### src/design/irt_pkg.sv
// ----------------------------------------------------------------------------
// irt_pkg: shared types and codes for the interval reservation table
// Result status codes and the command/status bundles between the controller
// and the datapath.
// ----------------------------------------------------------------------------
package irt_pkg;

  localparam logic [1:0] STATUS_GRANTED   = 2'd0;
  localparam logic [1:0] STATUS_OVERLAP   = 2'd1;
  localparam logic [1:0] STATUS_FULL      = 2'd2;
  localparam logic [1:0] STATUS_MALFORMED = 2'd3;

  typedef struct packed {
    logic load;
    logic scan;
    logic write;
  } irt_cmd_t;

  typedef struct packed {
    logic malformed;
    logic scan_done;
    logic hit;
    logic full;
  } irt_stat_t;

endpackage

### src/design/interval_reservation_table.sv
// ----------------------------------------------------------------------------
// interval_reservation_table: closed address range reservation table
// Grants a requested range when its start does not exceed its end, it overlaps
// no stored range and the table has room, and records it.
// ----------------------------------------------------------------------------
// A request is taken when start is high and busy is low. Its status appears on
// out_status with out_valid high for one cycle. A request whose start exceeds
// its end is answered after the check, with no scan; any other is answered once
// the scan has compared it with every stored range. The scan reads the table
// memory one entry per cycle, and that read port sets the latency. busy falls as
// the result shows, so the next request may be taken in that same cycle. The
// receiver cannot hold a result off: sample it while out_valid is high.
module interval_reservation_table #(
  parameter int MAX_RANGES = 64,
  parameter int ADDR_BITS  = 31
) (
  input  logic                 clk,
  input  logic                 rst_n,
  input  logic                 start,
  output logic                 busy,
  input  logic [ADDR_BITS-1:0] in_range_start,
  input  logic [ADDR_BITS-1:0] in_range_end,
  output logic                 out_valid,
  output logic [1:0]           out_status
);

  irt_pkg::irt_cmd_t  cmd;
  irt_pkg::irt_stat_t stat;

  irt_ctrl u_ctrl (
    .clk        (clk),
    .rst_n      (rst_n),
    .start      (start),
    .stat       (stat),
    .cmd        (cmd),
    .busy       (busy),
    .out_valid  (out_valid),
    .out_status (out_status)
  );

  irt_dp #(
    .MAX_RANGES (MAX_RANGES),
    .ADDR_BITS  (ADDR_BITS)
  ) u_dp (
    .clk            (clk),
    .rst_n          (rst_n),
    .cmd            (cmd),
    .in_range_start (in_range_start),
    .in_range_end   (in_range_end),
    .stat           (stat)
  );

endmodule

### src/design/irt_dp.sv
// ----------------------------------------------------------------------------
// irt_dp: range table datapath
// Holds the request, the stored start and end memories, the entry count and
// the scan pointer; compares one stored range per cycle against the request.
// ----------------------------------------------------------------------------
module irt_dp #(
  parameter int MAX_RANGES = 64,
  parameter int ADDR_BITS  = 31
) (
  input  logic                 clk,
  input  logic                 rst_n,
  input  irt_pkg::irt_cmd_t    cmd,
  input  logic [ADDR_BITS-1:0] in_range_start,
  input  logic [ADDR_BITS-1:0] in_range_end,
  output irt_pkg::irt_stat_t   stat
);

  localparam int IDX_W = (MAX_RANGES > 1) ? $clog2(MAX_RANGES) : 1;
  localparam int CNT_W = $clog2(MAX_RANGES + 1);

  logic [ADDR_BITS-1:0] mem_start [MAX_RANGES];
  logic [ADDR_BITS-1:0] mem_end   [MAX_RANGES];

  logic [ADDR_BITS-1:0] lo_r;
  logic [ADDR_BITS-1:0] hi_r;
  logic [ADDR_BITS-1:0] rd_start_r;
  logic [ADDR_BITS-1:0] rd_end_r;
  logic [CNT_W-1:0]     count_r;
  logic [CNT_W-1:0]     rd_idx_r;
  logic                 cmp_vld_r;
  logic                 hit_r;
  logic                 issue;
  logic                 overlap;

  assign issue   = cmd.scan && (rd_idx_r != count_r);
  assign overlap = (lo_r <= rd_end_r) && (rd_start_r <= hi_r);

  // request capture and scan control
  always_ff @(posedge clk) begin
    if (!rst_n) begin
      count_r   <= '0;
      rd_idx_r  <= '0;
      cmp_vld_r <= 1'b0;
      hit_r     <= 1'b0;
    end else begin
      if (cmd.load) begin
        lo_r      <= in_range_start;
        hi_r      <= in_range_end;
        rd_idx_r  <= '0;
        cmp_vld_r <= 1'b0;
        hit_r     <= 1'b0;
      end else if (cmd.scan) begin
        cmp_vld_r <= issue;
        if (issue) begin
          rd_idx_r <= rd_idx_r + CNT_W'(1);
        end
        if (cmp_vld_r && overlap) begin
          hit_r <= 1'b1;
        end
      end
      if (cmd.write) begin
        count_r <= count_r + CNT_W'(1);
      end
    end
  end

  // table memories
  always_ff @(posedge clk) begin
    if (cmd.write) begin
      mem_start[count_r[IDX_W-1:0]] <= lo_r;
      mem_end[count_r[IDX_W-1:0]]   <= hi_r;
    end
    if (issue) begin
      rd_start_r <= mem_start[rd_idx_r[IDX_W-1:0]];
      rd_end_r   <= mem_end[rd_idx_r[IDX_W-1:0]];
    end
  end

  assign stat.malformed = (lo_r > hi_r);
  assign stat.scan_done = (rd_idx_r == count_r) && !cmp_vld_r;
  assign stat.hit       = hit_r;
  assign stat.full      = (count_r == CNT_W'(MAX_RANGES));

endmodule

### src/design/irt_ctrl.sv
// ----------------------------------------------------------------------------
// irt_ctrl: request controller
// Sequences capture, table scan and decision, and registers the result
// status and its strobe.
// ----------------------------------------------------------------------------
module irt_ctrl (
  input  logic               clk,
  input  logic               rst_n,
  input  logic               start,
  input  irt_pkg::irt_stat_t stat,
  output irt_pkg::irt_cmd_t  cmd,
  output logic               busy,
  output logic               out_valid,
  output logic [1:0]         out_status
);

  localparam logic [1:0] S_IDLE  = 2'd0;
  localparam logic [1:0] S_CHECK = 2'd1;
  localparam logic [1:0] S_SCAN  = 2'd2;

  logic [1:0] state_r;
  logic [1:0] state_nxt;
  logic       valid_r;
  logic       valid_nxt;
  logic [1:0] status_r;
  logic [1:0] status_nxt;

  always_comb begin
    state_nxt  = state_r;
    valid_nxt  = 1'b0;
    status_nxt = status_r;
    cmd        = '0;
    case (state_r)
      S_IDLE: begin
        if (start) begin
          cmd.load  = 1'b1;
          state_nxt = S_CHECK;
        end
      end
      S_CHECK: begin
        if (stat.malformed) begin
          valid_nxt  = 1'b1;
          status_nxt = irt_pkg::STATUS_MALFORMED;
          state_nxt  = S_IDLE;
        end else begin
          state_nxt = S_SCAN;
        end
      end
      S_SCAN: begin
        cmd.scan = 1'b1;
        if (stat.scan_done) begin
          valid_nxt = 1'b1;
          state_nxt = S_IDLE;
          if (stat.hit) begin
            status_nxt = irt_pkg::STATUS_OVERLAP;
          end else if (stat.full) begin
            status_nxt = irt_pkg::STATUS_FULL;
          end else begin
            status_nxt = irt_pkg::STATUS_GRANTED;
            cmd.write  = 1'b1;
          end
        end
      end
      default: begin
        state_nxt = S_IDLE;
      end
    endcase
  end

  always_ff @(posedge clk) begin
    if (!rst_n) begin
      state_r <= S_IDLE;
      valid_r <= 1'b0;
    end else begin
      state_r <= state_nxt;
      valid_r <= valid_nxt;
    end
  end

  always_ff @(posedge clk) begin
    status_r <= status_nxt;
  end

  assign busy       = (state_r != S_IDLE);
  assign out_valid  = valid_r;
  assign out_status = status_r;

endmodule

### config.mk
export PLATFORM = sky130hd
export DESIGN_NAME = interval_reservation_table
export DESIGN_NICKNAME = d
export VERILOG_FILES = /design/src/design/irt_pkg.sv /design/src/design/interval_reservation_table.sv /design/src/design/irt_dp.sv /design/src/design/irt_ctrl.sv
export SDC_FILE = /design/constraint.sdc
export NUM_CORES = 2
export LEC_CHECK = 0
export ABC_CLOCK_PERIOD_IN_PS = 7300
export CORE_AREA = 2 2 538 540
export CTS_CLUSTER_DIAMETER = 40
export CTS_CLUSTER_SIZE = 28
export DETAILED_ROUTE_END_ITERATION = 8
export DIE_AREA = 0 0 540 542
export DONT_BUFFER_PORTS = 1
export PLACE_DENSITY = 0.69
export SYNTH_ARGS = -nofsm -noshare
export SYNTH_HDL_FRONTEND = slang
export SYNTH_SLANG_ARGS = --single-unit
### constraint.sdc
create_clock -name clk -period 7.3 [get_ports clk]
set_clock_uncertainty 0.15 [all_clocks]
set_input_delay 0.73 -clock clk [delete_from_list [all_inputs] [get_ports clk]]
set_output_delay 0.73 -clock clk [all_outputs]
set_load 0.02 [all_outputs]
Yosys cells after proc, flatten, opt, wreduce, memory -nomap -nowiden --
Memory sizes are Yosys's and may differ from the RTL's. A register that Yosys moved wholly into a read port is not among the register bits. Index checks and enable logic that the tools add are counted.
Storage, ports and cells: bits in registers 83, bits in writable memories 3968, output and inout port bits 4, word-level logic and storage cells 59, memories 2
Operators by class: add/subtract/negate cells 2, order comparisons 3, eq/ne operators 8, multiplexer cells 20, bitwise operators 1, reductions and logical operators 14
Memory list:
- u_dp.mem_end | words 64, width 31, read ports 1, clocked after memory_dff 1, wr ports 1, RTL line irt_dp.sv:22 | logic [ADDR_BITS-1:0] mem_end [MAX_RANGES];
- u_dp.mem_start | words 64, width 31, read ports 1, clocked after memory_dff 1, wr ports 1, RTL line irt_dp.sv:21 | logic [ADDR_BITS-1:0] mem_start [MAX_RANGES];
Operator list (number):
- $le 31x31->1 | 2
- $gt 31x31->1 | 1
- $mux 2 | 8
- $add 7x1->7 const B | 2
- $mux 1 | 9
- $reduce_and 2->1 | 4
- $eq 7x7->1 | 1
- $eq 7x7->1 const B | 1
- $ne 7x7->1 | 1
- $ne 2x2->1 const B | 3
- $pmux 2 s3 | 1
- $logic_and 1x1->1 | 4
- $pmux 2 s2 | 1
- $reduce_bool 2->1 | 2
- $reduce_and 3->1 | 1
- $eq 2x1->1 const B | 1
- $eq 2x2->1 const B | 1
- $logic_not 2->1 | 1
- $pmux 1 s2 | 1
- $reduce_or 2->1 | 1
- $logic_not 1->1 | 1
- $not 1->1 | 1

Logic depth before layout (Yosys ltp) --
word-level depth 7, depth in mapped cells 10

By module --
From an unflattened synthesis, not the netlist that was laid out.
Second synthesis, totals: cells, all modules 6390, area total of the unflattened synthesis 157260.8 um2
By module, submodules not included:
- irt_dp | times used 1, cells an instance 6357, area an instance 156945.5 um2
- irt_ctrl | times used 1, cells an instance 33, area an instance 315.3 um2

Worst setup path after synthesis --
OpenSTA, ideal clock, no wires.
path kind register to register, start point register u_dp.rd_idx_r[0], end point memory u_dp.mem_end[43][0] (enable), setup time 0.483 ns, arrival time 4.557 ns, data required time 6.667 ns, slack 2.110 ns, stages on the path, launching flop included 10, path buffers 3, path through dfxtp_1 -> buf_2 -> buf_6 -> buf_6 -> xnor2_1 -> nand3_1 -> nor4_4 -> and2b_1 -> nand3_1 -> nor2_1
Between the ends: cells in the longest elaborated chain, start to end 6
Ends and longest elaborated chain:
- from (decl) | RTL line irt_dp.sv:29 | logic [CNT_W-1:0] rd_idx_r;
- from (signal assigned) | RTL line irt_dp.sv:55 | rd_idx_r <= rd_idx_r + CNT_W'(1);
- $eq 7x7->1 | RTL line irt_dp.sv:80 | assign stat.scan_done = (rd_idx_r == count_r) && !cmp_vld_r;
- $logic_and 1x1->1 | RTL line irt_dp.sv:80
- $mux 1 | RTL line irt_ctrl.sv:51 | if (stat.scan_done) begin
- $mux 2 | RTL line irt_ctrl.sv:33 | case (state_r)
- $mux 1 | RTL line irt_dp.sv:69 | if (cmd.write) begin
- $mux 1 (implied by the code) | RTL line irt_dp.sv:71 | mem_end[count_r[IDX_W-1:0]] <= hi_r;
- to (decl) | RTL line irt_dp.sv:22
Every way passes these cells.

Final worst setup path --
start point register u_dp.rd_idx_r[1], end point memory u_dp.mem_start[31][15] (enable)
Between the ends: cells in the longest elaborated chain, start to end 6
Ends and longest elaborated chain:
- $eq 7x7->1 | RTL line irt_dp.sv:80
- $logic_and 1x1->1 | RTL line irt_dp.sv:80
- $mux 1 | RTL line irt_ctrl.sv:51
- $mux 2 | RTL line irt_ctrl.sv:33
- $mux 1 | RTL line irt_dp.sv:69
- $mux 1 (implied by the code) | RTL line irt_dp.sv:70 | mem_start[count_r[IDX_W-1:0]] <= lo_r;
- to (decl) | RTL line irt_dp.sv:21
Every way passes these cells.

==> results.yml <==
run_status:
  status: "complete, no violations"
yosys:
  post_synth_inst_count: 6386
  netlist-cell-type-count: 57
  yosysTopAreaCell: "edfxtp_1"
  yosysTopAreaCellShare: 0.782
  seq_total_area_yosys: 0.785
  synthesis.area_sq_um: 157000
  post_synth_mux_area_share: 0.177
  post_synth_main_area_contributors: "edfxtp_1 78%, mux4_2 18%, ha_1 0.79%, buf_2 0.39%, a22oi_1 0.35%"
  synth-edff-count: 4094
  synth-async-reset-ratio: 0
  yosys_warnings: 0
  synth_top_family_by_area: "multiplexers"
  synth_fp_nets: 6550
  postSynth.topFlopCell: "edfxtp_1"
  synth_compound_gate_area_share: 0.00984
  yosys.area_share.xor_xnor: 0.000892
  syn-mean-instance-area_sq_um: 24.6
  adder_cell_share_of_the_synthesized_area: 0.00788
  ys_seq_elements: 4113
  synth_simple_gate_area_share: 0.00819
job:
  max_cap_violations: 0
setup_path:
  worst_setup_path_start_kind: "register"
  depth_of_the_worst_register_to_register_path: 6
  crit_path_frequent_cell: "nand4_1"
  ff2ff_setup_slack_ns: 2.06
  path_cells: "xnor2_1 -> nand4_1 -> nor4_4 -> nand4_1 -> nor2_4 -> buf_12"
  r2r-start: "u_dp.rd_idx_r[1]"
  reg_to_reg_critical_path_endpoint: "u_dp.mem_start[31][15]"
  cp-end-kind: "register"
  crit_arrival_ns: 5.64
  worst_path_max_delay_cell: "nor2_4"
  worstPathMaxFanout: 54
  cp.required_ns: 7.69
  critPathLaunch: "u_dp.rd_idx_r[1]"
  cp_slowest_stage_delay_ns: 1.14
  critical_path_class: "reg2reg"
  crit_end: "u_dp.mem_start[31][15]"
  worstSetupPathDepth: 6
  critical-path-top-delay-family: "simple AND/OR/NAND/NOR gates"
  worstPathBufferInverterCount: 1
timing:
  maxClockFrequency_ghz: 0.191
  final_min_period_over_clock_period: 0.718
  setup_viol: 0
  min_period_ns: 5.24
  slew_headroom: 0.115
  slew_at_the_pin_closest_to_its_max_slew_limit_ns: 1.32
  final-hold-violation-count: 0
  setup_total_negative_slack_ns: 0
  finalMaxSlewViolations: 0
  grt_setup_unrepaired: "false"
pwr:
  worst_supply_voltage_drop_on_vdd_v: 0.000517
  power.static_leakage_uw: 0.0545
  power.density_nw_per_um2: 280
clock_network:
  worst_setup_hold_path_clk_slew_ns: 0.07
  htree_levels: 5
  worstSkewPairLatency_ns: 0.98
  clock_path_buffers: 4
  cts_repair_resize_count: 0
  tritoncts: "built"
  cts-root-buf: "clkbuf_16"
  inserted_clock_buffers: 459
  cts_sinks: 4113
floorplanning:
  design.portCount: 69
  chipWidth_microns: 540
  core_region_area_sq_um: 287000
  starting_utilization_of_the_core_area: 0.548
  die_area_sq_um: 293000
  floorplan.die.height_microns: 542
  rows: 197
global_routing:
  grt_first_pass_wirelength_mm: 595
  first_global_vias: 74900
  grt_start_max_net_pins: 137
  grt_antenna_before_repair: 16
  grt_overflow_total: 0
  grt.total_usage: 0.295
finish:
  num-fill-cells: 18500
  layout.nets: 7004
  multi_input_comb_area_sq_um: 32600
  layout-drive-gt1-share: 0.325
  layout.area.seq_sq_um: 123000
  area_delta_synth_final_pct: 14.5
  fin_util: 0.627
  fin_area_sq_um: 180000
placement:
  place.gp.congestion: 0.889
  portBuffers: 0
  dp_hpwl_mm: 225
  dpl-instance-area_sq_um: 163000
routing:
  number_of_remaining_drc_errors: 0
  detail_route.first_pass.iterations: 7
  drt-wirelength-per-cell_microns: 39.1
  routed_wirelength_mm: 431
  antenna_left: 0
  initialDrtViolationCount: 13500
  avgViaCountPerCell: 6.92
  detailroute.via_count: 76300
worst_hold_path:
  hp-start: "start"
  worst_hold_path_type: "in2reg"
## synthesized netlist by cell type, types with 3 or more instances
master,number
a211oi_1,18
a21o_1,3
a21oi_1,47
a221o_1,6
a22o_1,5
a22oi_1,74
buf_1,39
buf_2,124
buf_4,14
buf_6,13
clkbuf_1,132
dfxtp_1,19
edfxtp_1,4094
ha_1,99
inv_1,72
mux2_2,3
mux2i_1,11
mux4_2,1231
nand2_1,88
nand2b_1,6
nand3_1,15
nand3b_1,5
nand4_1,17
nor2_1,122
nor2b_1,10
nor3_1,9
o211ai_1,4
o21ai_0,20
o22ai_1,35
o31ai_1,4
xnor2_1,13
xor2_1,3
## power breakdown
group | internal [uW] | leakage [uW] | switching, uW
sequential | 26000 | 0.0370 | 37.7
combinational | 129 | 0.00994 | 472
clock | 13600 | 0.00759 | 10100
## worst min-delay path by stage
stage,slack (ns),endpoint,cells after the start
after global routing,0.05,u_dp.lo_r[13],2
final,0.06,u_dp.lo_r[13],2
after floorplan,0.30,u_dp.hit_r,2
after detailed placement,0.37,u_dp.count_r[6],2
after CTS,0.02,u_dp.lo_r[13],2
after global placement,0.36,u_ctrl.state_r[1],1
## state kept, by name (all words and copies together), names as in the netlist, 2 cells and up
name and cells:
u_ctrl.out_status 2, u_ctrl.state_r 2, u_dp.count_r 7, u_dp.hi_r 31
u_dp.lo_r 31, u_dp.mem_end 1984, u_dp.mem_start 1984, u_dp.rd_end_r 31
u_dp.rd_idx_r 7, u_dp.rd_start_r 31
## layer usage
metal / GRT usage / share of wire
met5: 0 / 0.00033
met3: 0.0684 / 0.13
met2: 0.456 / 0.47
met4: 0.0968 / 0.036
met1: 0.422 / 0.36
## through the flow
step	hold WS (ns)	worst slack, ns	cells	total power [uW]
floorplan	0.298	2.11	6386	26800
global route	0.0456	2.08	11000	51400
detailed placement	0.373	2.22	10100	27100
finish	0.0604	2.06	11000	50300
CTS	0.0181	2.22	11000	50400
global placement	0.361	2.24	10100	27000
## layout by cell type (no fill, tap or decap), types with 64 or more instances in the layout
cell type | Yosys | routed
edfxtp_1 | 4094 | 4094
clkbuf_16 | 0 | 465
a22oi_1 | 74 | 74
mux4_2 | 1231 | 1231
ha_1 | 99 | 99
nand2_1 | 88 | 88
dlygate4sd3_1 | 0 | 64
buf_4 | 14 | 204
inv_1 | 72 | 71
nor2_4 | 0 | 66
inv_6 | 0 | 82
## worst reg2reg max path: stages, from the launching register on
cell	delay [ns]
dfxtp_4	0.97
xnor2_1	0.23
nand4_1	0.27
nor4_4	0.52
nand4_1	1.06
nor2_4	1.14
buf_12	0.48
## area by class of cell
cell class / count / area share
flip-flops and latches: 4113 / 0.686
repair buffers: 315 / 0.0173
well taps: 3781 / 0.0263
multi-input cells: 1879 / 0.181
diodes: 5 / 0.0000695
clock inverters: 361 / 0.0228
clock buffers: 495 / 0.0653
inverters: 72 / 0.00152
## what timing repair did
| action | CTS | global route |
|---|---|---|
| hold buffers | 64 | 0 |
| hold endpoints to repair | 70 | 0 |
| setup buffers | 0 | 0 |
## cells by family (layout without fill, tap and decap cells)
logic type / after synthesis / in the layout
flops: 4113 / 4113
fa+ha+maj: 99 / 99
compound gates: 230 / 230
simple gates: 289 / 289
other cells: 0 / 5
xor+xnor: 16 / 16
buf+inv: 394 / 1243
mux: 1245 / 1245
Power figures use the tool's default switching activity.
